<file path="src/design/nlcc_pkg.sv">
// ----------------------------------------------------------------------------
// nlcc_pkg
// shared constants, status codes and helpers of the nmea line checksum checker
// ----------------------------------------------------------------------------
package nlcc_pkg;

    // default saturation limit of the line length counter
    localparam int unsigned LENGTH_LIMIT_DEF = 255;

    // reset value of the minimum line length register
    localparam logic [7:0] MIN_LEN_RESET = 8'd10;

    // character codes
    localparam logic [7:0] CH_DOLLAR = 8'h24;
    localparam logic [7:0] CH_STAR   = 8'h2A;
    localparam logic [7:0] CH_LF     = 8'h0A;

    // verdict codes
    typedef enum logic [1:0] {
        ST_VALID     = 2'd0,
        ST_MISMATCH  = 2'd1,
        ST_MALFORMED = 2'd2,
        ST_TRUNCATED = 2'd3
    } line_status_t;

    // uppercase ascii hex digit of a nibble
    function automatic logic [7:0] hex_char(input logic [3:0] nibble);
        logic [7:0] res;
        if (nibble < 4'd10)
        begin
            res = 8'h30 + {4'd0, nibble};
        end
        else
        begin
            res = 8'h37 + {4'd0, nibble};
        end
        return res;
    endfunction

endpackage

</file>
<file path="src/design/nmea_line_checksum_checker_top.sv">
// ----------------------------------------------------------------------------
// nmea_line_checksum_checker_top
// xor checksum check of nmea lines, one verdict per line feed
// ----------------------------------------------------------------------------
//
// channel | direction | handshake          | payload
// --------+-----------+--------------------+--------------------------------
// in      | input     | in_valid/in_ready  | rx_byte
// out     | output    | out_valid/out_ready| line_status, computed_checksum
// cfg     | input     | cfg_we (no wait)   | cfg_wdata (min_line_length)
//
// one byte per cycle sustained unless a line feed waits behind a held result;
// a byte's line update and verdict are formed while it sits in the input register.
// a line feed's result is registered when it leaves the input register.
// a held result stalls only a line feed in the input register; other bytes
// keep flowing. no clearing pass after reset: all line state resets at once.
//
module nmea_line_checksum_checker_top #(
    parameter int unsigned LENGTH_LIMIT = nlcc_pkg::LENGTH_LIMIT_DEF
) (
    input  logic       clk,
    input  logic       rst_n,
    input  logic       in_valid,
    output logic       in_ready,
    input  logic [7:0] rx_byte,
    output logic       out_valid,
    input  logic       out_ready,
    output logic [1:0] line_status,
    output logic [7:0] computed_checksum,
    input  logic       cfg_we,
    input  logic [7:0] cfg_wdata
);
    import nlcc_pkg::*;

    localparam int unsigned LEN_W = $clog2(LENGTH_LIMIT + 1);
    localparam int unsigned CMP_W = (LEN_W > 8) ? LEN_W : 8;
    localparam logic [LEN_W-1:0] LEN_MAX = LEN_W'(LENGTH_LIMIT);

    // input register
    logic       s1_valid_reg;
    logic [7:0] s1_byte_reg;

    // line state
    logic [7:0]       xor_reg, xor_next;
    logic [LEN_W-1:0] len_reg, len_next;
    logic             dollar_reg, dollar_next;
    logic             star_reg, star_next;
    logic [1:0]       bas_reg, bas_next;
    logic [7:0]       hi_reg, hi_next;
    logic [7:0]       lo_reg, lo_next;

    // configuration and result registers
    logic [7:0]   min_len_val_reg;
    logic         out_valid_reg;
    line_status_t status_reg, status_next;
    logic [7:0]   sum_reg;

    logic s1_is_lf;
    logic s1_go;

    // handshake
    assign s1_is_lf = (s1_byte_reg == CH_LF);
    assign s1_go    = s1_valid_reg && (!s1_is_lf || !out_valid_reg || out_ready);
    assign in_ready = !s1_valid_reg || s1_go;

    // configuration register
    always_ff @(posedge clk or negedge rst_n)
    begin
        if (!rst_n)
        begin
            min_len_val_reg <= MIN_LEN_RESET;
        end
        else if (cfg_we)
        begin
            min_len_val_reg <= cfg_wdata;
        end
    end

    // line update for the byte in the input register
    always_comb
    begin
        logic first;
        logic [CMP_W-1:0] len_cmp;
        logic [CMP_W-1:0] min_cmp;
        first       = (len_reg == '0);
        len_next    = (len_reg < LEN_MAX) ? len_reg + 1'b1 : len_reg;
        dollar_next = dollar_reg || (s1_byte_reg == CH_DOLLAR);
        star_next   = star_reg;
        bas_next    = bas_reg;
        hi_next     = hi_reg;
        lo_next     = lo_reg;
        xor_next    = xor_reg;
        if (star_reg)
        begin
            if (bas_reg == 2'd0)
            begin
                hi_next = s1_byte_reg;
            end
            else if (bas_reg == 2'd1)
            begin
                lo_next = s1_byte_reg;
            end
            if (bas_reg < 2'd2)
            begin
                bas_next = bas_reg + 2'd1;
            end
        end
        else if (s1_byte_reg == CH_STAR)
        begin
            star_next = 1'b1;
        end
        else if (!first && !s1_is_lf)
        begin
            xor_next = xor_reg ^ s1_byte_reg;
        end

        // verdict, malformed first, then truncated
        len_cmp = CMP_W'(len_next);
        min_cmp = CMP_W'(min_len_val_reg);
        priority if (!dollar_next || !star_next || (len_cmp < min_cmp))
        begin
            status_next = ST_MALFORMED;
        end
        else if (bas_next < 2'd2)
        begin
            status_next = ST_TRUNCATED;
        end
        else if ((hi_next == hex_char(xor_next[7:4])) && (lo_next == hex_char(xor_next[3:0])))
        begin
            status_next = ST_VALID;
        end
        else
        begin
            status_next = ST_MISMATCH;
        end
    end

    // input register
    always_ff @(posedge clk or negedge rst_n)
    begin
        if (!rst_n)
        begin
            s1_valid_reg <= 1'b0;
        end
        else if (in_ready)
        begin
            s1_valid_reg <= in_valid;
        end
    end

    always_ff @(posedge clk)
    begin
        if (in_ready && in_valid)
        begin
            s1_byte_reg <= rx_byte;
        end
    end

    // line state, cleared after each line feed
    always_ff @(posedge clk or negedge rst_n)
    begin
        if (!rst_n)
        begin
            xor_reg    <= '0;
            len_reg    <= '0;
            dollar_reg <= 1'b0;
            star_reg   <= 1'b0;
            bas_reg    <= '0;
            hi_reg     <= '0;
            lo_reg     <= '0;
        end
        else if (s1_go)
        begin
            if (s1_is_lf)
            begin
                xor_reg    <= '0;
                len_reg    <= '0;
                dollar_reg <= 1'b0;
                star_reg   <= 1'b0;
                bas_reg    <= '0;
                hi_reg     <= '0;
                lo_reg     <= '0;
            end
            else
            begin
                xor_reg    <= xor_next;
                len_reg    <= len_next;
                dollar_reg <= dollar_next;
                star_reg   <= star_next;
                bas_reg    <= bas_next;
                hi_reg     <= hi_next;
                lo_reg     <= lo_next;
            end
        end
    end

    // result register
    always_ff @(posedge clk or negedge rst_n)
    begin
        if (!rst_n)
        begin
            out_valid_reg <= 1'b0;
        end
        else if (s1_go && s1_is_lf)
        begin
            out_valid_reg <= 1'b1;
        end
        else if (out_ready)
        begin
            out_valid_reg <= 1'b0;
        end
    end

    always_ff @(posedge clk)
    begin
        if (s1_go && s1_is_lf)
        begin
            status_reg <= status_next;
            sum_reg    <= xor_next;
        end
    end

    assign out_valid         = out_valid_reg;
    assign line_status       = status_reg;
    assign computed_checksum = sum_reg;

endmodule

</file>
<file path="config.mk">
export PLATFORM = sky130hd
export DESIGN_NAME = nmea_line_checksum_checker_top
export DESIGN_NICKNAME = d
export VERILOG_FILES = /design/src/design/nlcc_pkg.sv /design/src/design/nmea_line_checksum_checker_top.sv
export SDC_FILE = /design/constraint.sdc
export NUM_CORES = 1
export LEC_CHECK = 0
export BUFFER_PORTS_ARGS = -buffer_cell sky130_fd_sc_hd__buf_2
export CORE_ASPECT_RATIO = 0.5
export CORE_UTILIZATION = 45
export DETAILED_ROUTE_END_ITERATION = 12
export PLACE_DENSITY = 0.68
export SKIP_LAST_GASP = 1
export SYNTH_ARGS = -nofsm -noshare
export SYNTH_HDL_FRONTEND = slang
export SYNTH_SLANG_ARGS = --single-unit
</file>
<file path="constraint.sdc">
create_clock -name clk -period 3.05 [get_ports clk]
set_input_delay 0.305 -clock clk [delete_from_list [all_inputs] [get_ports clk]]
set_output_delay 0.305 -clock clk [all_outputs]
set_load 0.005 [all_outputs]
</file>
==> impl_metrics.yaml, run 1 <==
sta:
  rsz0062_at_grt: "false"
  tns_ns: 0
  setup_violations: 0
  fmaxAchievable_mhz: 341
  fin_skew_ns: 0.00460
  worst_pin_slew_ns: 1.04
  drv_slew: 0
  fin_crit_ns: 2.94
  slew_headroom_pct: 30.5
  finalHoldViolations: 0
  fin_crit_sh_pct: 96.3
floorplanning:
  chipWidth_um: 128
  std_cell_rows: 22
  dieArea_mm2: 0.00827
  io_pins: 33
  dieHeight_um: 64.8
  start_util_pct: 47.4
  core_area_mm2: 0.00749
logic_synthesis:
  ys_top_cells_by_count: "dfrtp_1, nand2_1, o21ai_0"
  synth.most_common_cell: "dfrtp_1"
  synthesis.area_mm2: 0.00355
  synth-edff-count: 18
  synth_cell_types: 63
  async_flop_share_pct: 71.9
  netlist_instances: 339
  ys_ff_latch: 64
  synthDominantCellAreaShare_pct: 31.0
  yosysSeqAreaShare_pct: 47.7
  netlist_top_cells_area: "dfrtp_1, edfxtp_1, a22o_1, o21ai_0, ha_1"
  synth_largest_area_cell: "dfrtp_1"
  yosys_warnings: 0
  ys.flop_type: "dfrtp_1"
  postSynthAreaPerCell_um2: 10.5
  synth_nets: 369
cells_and_area:
  seqCellArea_mm2: 0.00170
  nets: 420
  diodes: 0
  nFillCells: 652
  multi_input_area_mm2: 0.00175
  fin_cells: 503
  utilization_pct: 56.5
  drive_gt1_share_pct: 23.3
  area_growth_pct: 19.1
setup_path:
  cp_data_arrival_time_ns: 3.02
  crit_type: "flop to flop"
  worstPathMaxFanout: 4
  timing.rr.end: "line_status[1]"
  rr_startpoint: "len_reg[0]"
  setup.worst_path.start: "len_reg[0]"
  endpoint_kind: "flop"
  rrSetupSlack_ns: 0.11
  cp.required_ns: 3.13
  ff2ff_path_depth: 12
  crit_end: "line_status[1]"
  crit_path_start_kind: "flop"
placement:
  gp_congestion: 0.843
  place_inst: 482
  portBuffers: 32
  dp_hpwl_um: 6050
routing:
  wire_per_inst_um: 17.4
  first_pass_iters: 5
  drc_errors: 0
  vias: 2868
  drt-total-wl_um: 8750
  viasPerCell: 5.70
  drt-initial-drc-count: 264
  antenna_left: 0
flow_run:
  drv_cap: 0
cts:
  cts-root-buf: "clkbuf_16"
  cts_buffer_depth: 2
  cts_sinks: 64
  clk_latency_ns: 0.34
  cts_tree: "built"
  worst_setup_hold_path_clk_slew_ns: 0.05
  h-tree-depth: 3
  cts_made_buffers: 9
grt:
  grt_overflow_total: 0
  grt_pass1_wl_um: 14400
  track_usage_pct: 23.4
  antenna_found_initial: 0
  grt_pass1_vias: 2783
  grt_max_degree: 47
power_and_ir_drop:
  power_density_mw_per_mm2: 817
  cellLeakagePower_nw: 1.86
  p_clk_share_pct: 25.8
  peakVddDrop_mv: 0.352
  swShare_pct: 36.1
  power.share.sequential_pct: 36.3
  total_power_w: 0.00346
  p_sw_w: 0.00125
  p_int_w: 0.00221
  combPwrFrac_pct: 37.9
run_status:
  status: "finished, final reports clean"
hold_path:
  hp-class: "input port to flop"
final cells by class:
class / instances / area share, %
multi-input cells: 240 / 41.3
flip-flops and latches: 64 / 40.1
repair buffers: 52 / 7.34
clock buffers: 10 / 5.41
well taps: 108 / 3.19
inverters: 23 / 2.04
clock inverters: 6 / 0.621
layer usage:
layer	global-route usage, %	routed length, um	share of wire (%)
met5	0	0	0
met4	7.79	126	1.4
met3	7.51	645	7.4
met2	35.6	3940	45
met1	31.6	4040	46
power by group through the flow:
stage	Clock, W	Combinational [W]	Sequential [W]
final	0.000892	0.00131	0.00125
after global placement	0	0.00121	0.00125
after floorplan	0	0.000973	0.00120
after detailed placement	0	0.00125	0.00126
after global routing	0.000953	0.00144	0.00128
after CTS	0.000919	0.00126	0.00125
metrics by stage:
| step | setup slack (ns) | area [um2] | hold WS [ns] |
|---|---|---|---|
| floorplan | 0.379 | 3550 | 0.00941 |
| global placement | 0.169 | 3900 | 0.471 |
| detailed placement | 0.0470 | 3900 | 0.481 |
| CTS | 0.0548 | 4160 | 0.133 |
| global route | 0.0106 | 4230 | 0.132 |
| finish | 0.113 | 4230 | 0.144 |
worst max-delay path, cell delays in order, from the launching register on:
cell	delay, ns
dfrtp_2	0.42
ha_2	0.21
nand4_1	0.14
nor2_1	0.12
or3_4	0.35
xnor2_2	0.15
ha_1	0.29
o21ai_0	0.08
nand2b_1	0.09
a21oi_1	0.09
nor4_2	0.29
o31ai_2	0.14
or2_2	0.30
logic make-up (layout without fill, tap and decap cells):
family	count (synthesis)	in the layout	share of synthesized area, %
XOR/XNOR	18	18	5.81
adder cells (fa/ha/maj)	9	9	3.17
flip-flops	64	64	47.7
AND/OR/NAND/NOR	101	101	15.8
multiplexers	11	11	3.21
AO/OA/AOI/OAI	101	101	20.3
buffers and inverters	35	91	3.98
cells in the final DEF, fill, tap and decap left out, drive strengths merged, types with 11 or more instances in the layout:
cell type,instances
a21oi,11
a22o,19
buf,52
dfrtp,44
edfxtp,18
inv,23
nand2,28
nor2,16
o21ai,28
xnor2,16
worst min path at each step:
stage,start,end,cells after the start
6_report,rx_byte[5],s1_byte_reg[5],1
5_1_grt,rx_byte[0],s1_byte_reg[0],1
4_1_cts,rx_byte[5],s1_byte_reg[5],1
3_5_place_dp,lo_reg[1],lo_reg[1],2
3_3_place_gp,lo_reg[1],lo_reg[1],2
2_1_floorplan,rst_n,bas_reg[0],0
timing repair:
action	CTS	global route
setup buffers	0	5
hold buffers	0	0
gates resized for setup	0	8
setup endpoints to repair	0	2
Note: power is estimated with default switching activity, not from simulation.
==> run 2: changes to the inputs <==
Settings changed: CORE_MARGIN set to 2.
==> run 2 against run 1 <==
Clock power is 15% higher. Maximum frequency is 1.2% lower. First-iteration DRC count is 19% lower. Highest routed layer unchanged. Critical path depth stayed put. Register-to-register slack worse by 0.04 ns. Cell count is 0.60% lower. Largest power group is now sequential cells.
==> impl_metrics.yaml, run 2 (synthesis results as in run 1) <==
grt:
  grt_max_degree: 47
  grt_pass1_vias: 2708
  track_usage_pct: 21.7
  grt_overflow_total: 0
  antenna_found_initial: 0
  grt_pass1_wl_um: 13900
hold_path:
  hp-class: "input port to flop"
  whs_path_depth: 1
  hp-start: "rx_byte[3]"
  hold_end: "s1_byte_reg[3]"
power_and_ir_drop:
  total_power_w: 0.00355
  p_clk_share_pct: 29.0
  cellLeakagePower_nw: 1.87
  power_density_mw_per_mm2: 831
  p_sw_w: 0.00123
  p_int_w: 0.00232
  combPwrFrac_pct: 35.4
  swShare_pct: 34.6
  peakVddDrop_mv: 0.341
  power.share.sequential_pct: 35.6
cts:
  cts_tree: "built"
  cts_sinks: 64
  cts-hold-fix-buffers: 0
  cts_buffer_depth: 2
  cts-root-buf: "clkbuf_16"
  clk_latency_ns: 0.33
  worst_setup_hold_path_clk_slew_ns: 0.05
  h-tree-depth: 3
  cts_made_buffers: 9
setup_path:
  worstPathMaxFanout: 5
  endpoint_kind: "flop"
  path_cells: "ha_4 > nand4_1 > nor2_2 > or3_1 > xnor2_2 > ha_1 > a21o_1 > a211o_1 > nor2_1 > nor4_2 > o31ai_2 > or2_2"
  timing.rr.end: "line_status[1]"
  cp_slowest_cell: "dfrtp_2"
  rrSetupSlack_ns: 0.08
  crit_path_start_kind: "flop"
  crit_type: "flop to flop"
  rr_startpoint: "len_reg[0]"
  ff2ff_path_depth: 12
  slowest_delay_ns: 0.45
  cp.required_ns: 3.13
  cp_data_arrival_time_ns: 3.05
sta:
  worst_pin_slew_ns: 1.11
  fmaxAchievable_mhz: 336
  finalHoldViolations: 0
  fin_crit_sh_pct: 97.5
  timing.hold.ws_ns: 0.148
  drv_slew: 0
  fin_skew_ns: 0.00664
  setup_violations: 0
  slew_headroom_pct: 25.9
  fin_crit_ns: 2.97
cells_and_area:
  nFillCells: 659
  seqCellArea_mm2: 0.00170
  post-route-cell-area_mm2: 0.00427
  layout_common_cells: "dfrtp_1, buf_2, nand2_1"
  area_growth_pct: 20.2
  mostFrequentLayoutCell: "dfrtp_1"
  nets: 417
  drive_gt1_share_pct: 23.2
  diodes: 0
  multi_input_area_mm2: 0.00176
placement:
  dpl-instance-area_mm2: 0.00389
  dp_hpwl_um: 6010
  portBuffers: 32
  gp_congestion: 0.855
floorplanning:
  chipWidth_um: 130
  dieHeight_um: 66.8
  dieArea_mm2: 0.00866
  std_cell_rows: 22
  start_util_pct: 47.4
  io_pins: 33
  core_area_mm2: 0.00749
routing:
  drt-total-wl_um: 8580
  vias: 2815
  drt-initial-drc-count: 213
  first_pass_iters: 4
  drc_errors: 0
  wire_per_inst_um: 17.2
  viasPerCell: 5.63
  antenna_left: 0
flow_run:
  drv_cap: 0
run_status:
  status: "finished, final reports clean"
-- run 2: repair_timing --
action | in CTS | in global routing
endpoints found under the setup margin | 0 | 2
buffers inserted | 0 | 4
gates resized for setup | 0 | 10
-- run 2: per-layer routing --
layer | GRT usage, % | vias to the layer above | wire length (um) | share of wire, %
met5 | 0 | - | 0 | 0
met2 | 33.0 | 91 | 3860 | 45
met1 | 29.6 | 1373 | 4090 | 48
li1 | - | 1341 | - | -
met3 | 6.18 | 10 | 547 | 6.4
met4 | 8.06 | 0 | 89 | 1.0
-- run 2: power by group through the flow --
stage	combinational, W	clock (W)	sequential, W
floorplan	0.000973	0	0.00120
global placement	0.00118	0	0.00125
detailed placement	0.00121	0	0.00126
CTS	0.00122	0.00105	0.00125
global route	0.00141	0.00108	0.00129
finish	0.00126	0.00103	0.00126
-- run 2: cell type report --
cell class	count	area share (%)
well taps	108	3.17
flip-flops and latches	64	39.8
clock buffers	15	7.04
clock inverters	1	0.117
multi-input cells	240	41.2
inverters	23	2.02
repair buffers	49	6.74
-- run 2: worst max-delay path by stage --
stage	from	to	slack, ns	cells after the start
floorplan	len_reg[0]	line_status[1]	0.38	12
global placement	len_reg[0]	line_status[0]	0.16	10
detailed placement	len_reg[0]	line_status[0]	0.07	10
CTS	len_reg[0]	line_status[0]	0.02	10
global route	len_reg[0]	line_status[1]	-0.05	12
finish	len_reg[0]	line_status[1]	0.08	12
-- run 2: through the flow --
stage | cells | util, % | TNS, ns | setup slack (ns)
after floorplan | 339 | - | 0 | 0.379
after global placement | 480 | 51.9 | 0 | 0.164
after detailed placement | 480 | 51.9 | 0 | 0.0697
after CTS | 496 | 56.0 | 0 | 0.0230
after global routing | 500 | 57.0 | -0.0516 | -0.0516
final | 500 | 57.0 | 0 | 0.0770
-- run 2: worst max-delay path: cells and delay by family, from the launching register on --
kind	cells	cell delay [ns]
DFF	1	0.45
adders and majority gates	2	0.39
xor gates and xnor gates	1	0.18
and+or+nand+nor	6	1.29
AOI/OAI and AO/OA	3	0.41
==> run 3: changes to the inputs <==
Settings changed: SKIP_CTS_REPAIR_TIMING set to 1.
Clock period 3.05 ns to 3.2 ns, I/O delays scaled along.
==> run 3 against run 2 <==
Register-to-register slack improved by 0.05 ns. Utilization decreased by 1.2 points. Highest routed layer unchanged. Power decreased by 6.6%. Critical path type unchanged.
==> impl_metrics.yaml, run 3 (synthesis results as in run 1) <==
cells_and_area:
  area_growth_pct: 17.6
  nets: 413
  fin_cells: 496
  seqCellArea_mm2: 0.00169
  diodes: 0
  layout_common_cells: "dfrtp_1, buf_2, nand2_1"
  mostFrequentLayoutCell: "dfrtp_1"
  utilization_pct: 55.8
  nFillCells: 664
  multi_input_area_mm2: 0.00172
  drive_gt1_share_pct: 20.4
grt:
  grt_pass1_wl_um: 14200
  grt_pass1_vias: 2772
  grt_max_degree: 47
  antenna_found_initial: 0
  grt_overflow_total: 0
  track_usage_pct: 22.2
routing:
  first_pass_iters: 4
  wire_per_inst_um: 17.3
  drt-initial-drc-count: 206
  drc_errors: 0
  antenna_left: 0
  drt-total-wl_um: 8580
  viasPerCell: 5.71
  vias: 2832
setup_path:
  path_cells: "ha_1 > nand4_1 > nor2_1 > or3_1 > xnor2_2 > ha_1 > o21ai_0 > nand2b_1 > a21oi_1 > nor4_1 > o31ai_1 > or2_2"
  rrSetupSlack_ns: 0.13
  cp_data_arrival_time_ns: 3.15
  slowest_delay_ns: 0.43
  timing.rr.end: "line_status[1]"
  rr_startpoint: "len_reg[0]"
  cp.buffers_inverters: 0
  cp_common_cell: "ha_1"
  crit_path_start_kind: "flop"
  cp.required_ns: 3.28
  worstPathMaxFanout: 6
  endpoint_kind: "flop"
  critPathTopFamily: "simple AND/OR/NAND/NOR gates"
  cp_slowest_cell: "dfrtp_1"
  ff2ff_path_depth: 12
  crit_type: "flop to flop"
placement:
  gp_congestion: 0.879
  place_ws_ns: 0.176
  place_inst: 480
  dp_hpwl_um: 6080
  portBuffers: 32
power_and_ir_drop:
  power_density_mw_per_mm2: 793
  peakVddDrop_mv: 0.301
  cellLeakagePower_nw: 1.84
cts:
  clk_latency_ns: 0.34
  cts_made_buffers: 9
  cts_sinks: 64
  cts_tree: "built"
  h-tree-depth: 3
  worst_setup_hold_path_clk_slew_ns: 0.05
  cts-root-buf: "clkbuf_16"
  cts_buffer_depth: 2
hold_path:
  hold_end: "s1_byte_reg[7]"
  whs_path_depth: 1
  hp-start: "rx_byte[7]"
  hp-class: "input port to flop"
sta:
  setup_violations: 0
  worst_pin_slew_ns: 1.05
  fin_crit_ns: 3.07
  fmaxAchievable_mhz: 326
  fin_skew_ns: 0.00567
  postLayoutSetupSlackWorst_ns: 0.129
  fin_crit_sh_pct: 96.0
  drv_slew: 0
  timing.hold.ws_ns: 0.160
  finalHoldViolations: 0
  slew_headroom_pct: 30.1
floorplanning:
  start_util_pct: 47.4
  std_cell_rows: 22
  io_pins: 33
  dieHeight_um: 66.8
  chipWidth_um: 130
  dieArea_mm2: 0.00866
  core_area_mm2: 0.00749
run_status:
  status: "finished, final reports clean"
flow_run:
  drv_cap: 0
## run 3: changes by cell type in the layout (fill, tap and decap cells not counted), moves of 2 or more
cell / change
buf_4: -4
clkbuf_16: -2
clkinv_1: +2
dfrtp_1: +2
dfrtp_2: -2
## run 3: power by group
group	leakage (nW)	switching, W	internal [W]	total (W)
Clock	0.138	0.000345	0.000594	0.000940
Combinational	0.940	0.000641	0.000541	0.00118
Sequential	0.761	0.000178	0.00101	0.00119
## run 3: metrics by stage
| step | TNS (ns) | total power [W] | instance area [um2] |
|---|---|---|---|
| global placement | 0 | 0.00232 | 3890 |
| finish | 0 | 0.00331 | 4180 |
| detailed placement | 0 | 0.00236 | 3890 |
| global route | -0.0175 | 0.00353 | 4180 |
| floorplan | 0 | 0.00207 | 3550 |
| CTS | 0 | 0.00332 | 4170 |
## run 3: worst max-delay path by stage
stage                     slack (ns)  cells past startpoint             end        from
final                           0.13                     12  line_status[1]  len_reg[0]
after global routing           -0.02                     12  line_status[1]  len_reg[0]
after CTS                       0.16                     10  line_status[0]  len_reg[0]
after detailed placement        0.18                     10  line_status[0]  len_reg[0]
after global placement          0.26                     10  line_status[0]  len_reg[0]
after floorplan                 0.53                     12  line_status[1]  len_reg[0]
## run 3: routing by layer
layer	track usage [%]	up-vias	part of all wire (%)
met4	6.18	0	0.96
met1	29.9	1377	47
met2	33.2	112	43
li1	-	1333	-
met3	8.59	10	8.4
met5	0	-	0
## run 3: cell type report
class | instances | area share, %
multi-input cells | 240 | 41.3
repair buffers | 45 | 6.17
clock inverters | 5 | 1.14
well taps | 108 | 3.24
inverters | 23 | 2.07
flip-flops and latches | 64 | 40.6
clock buffers | 11 | 5.57
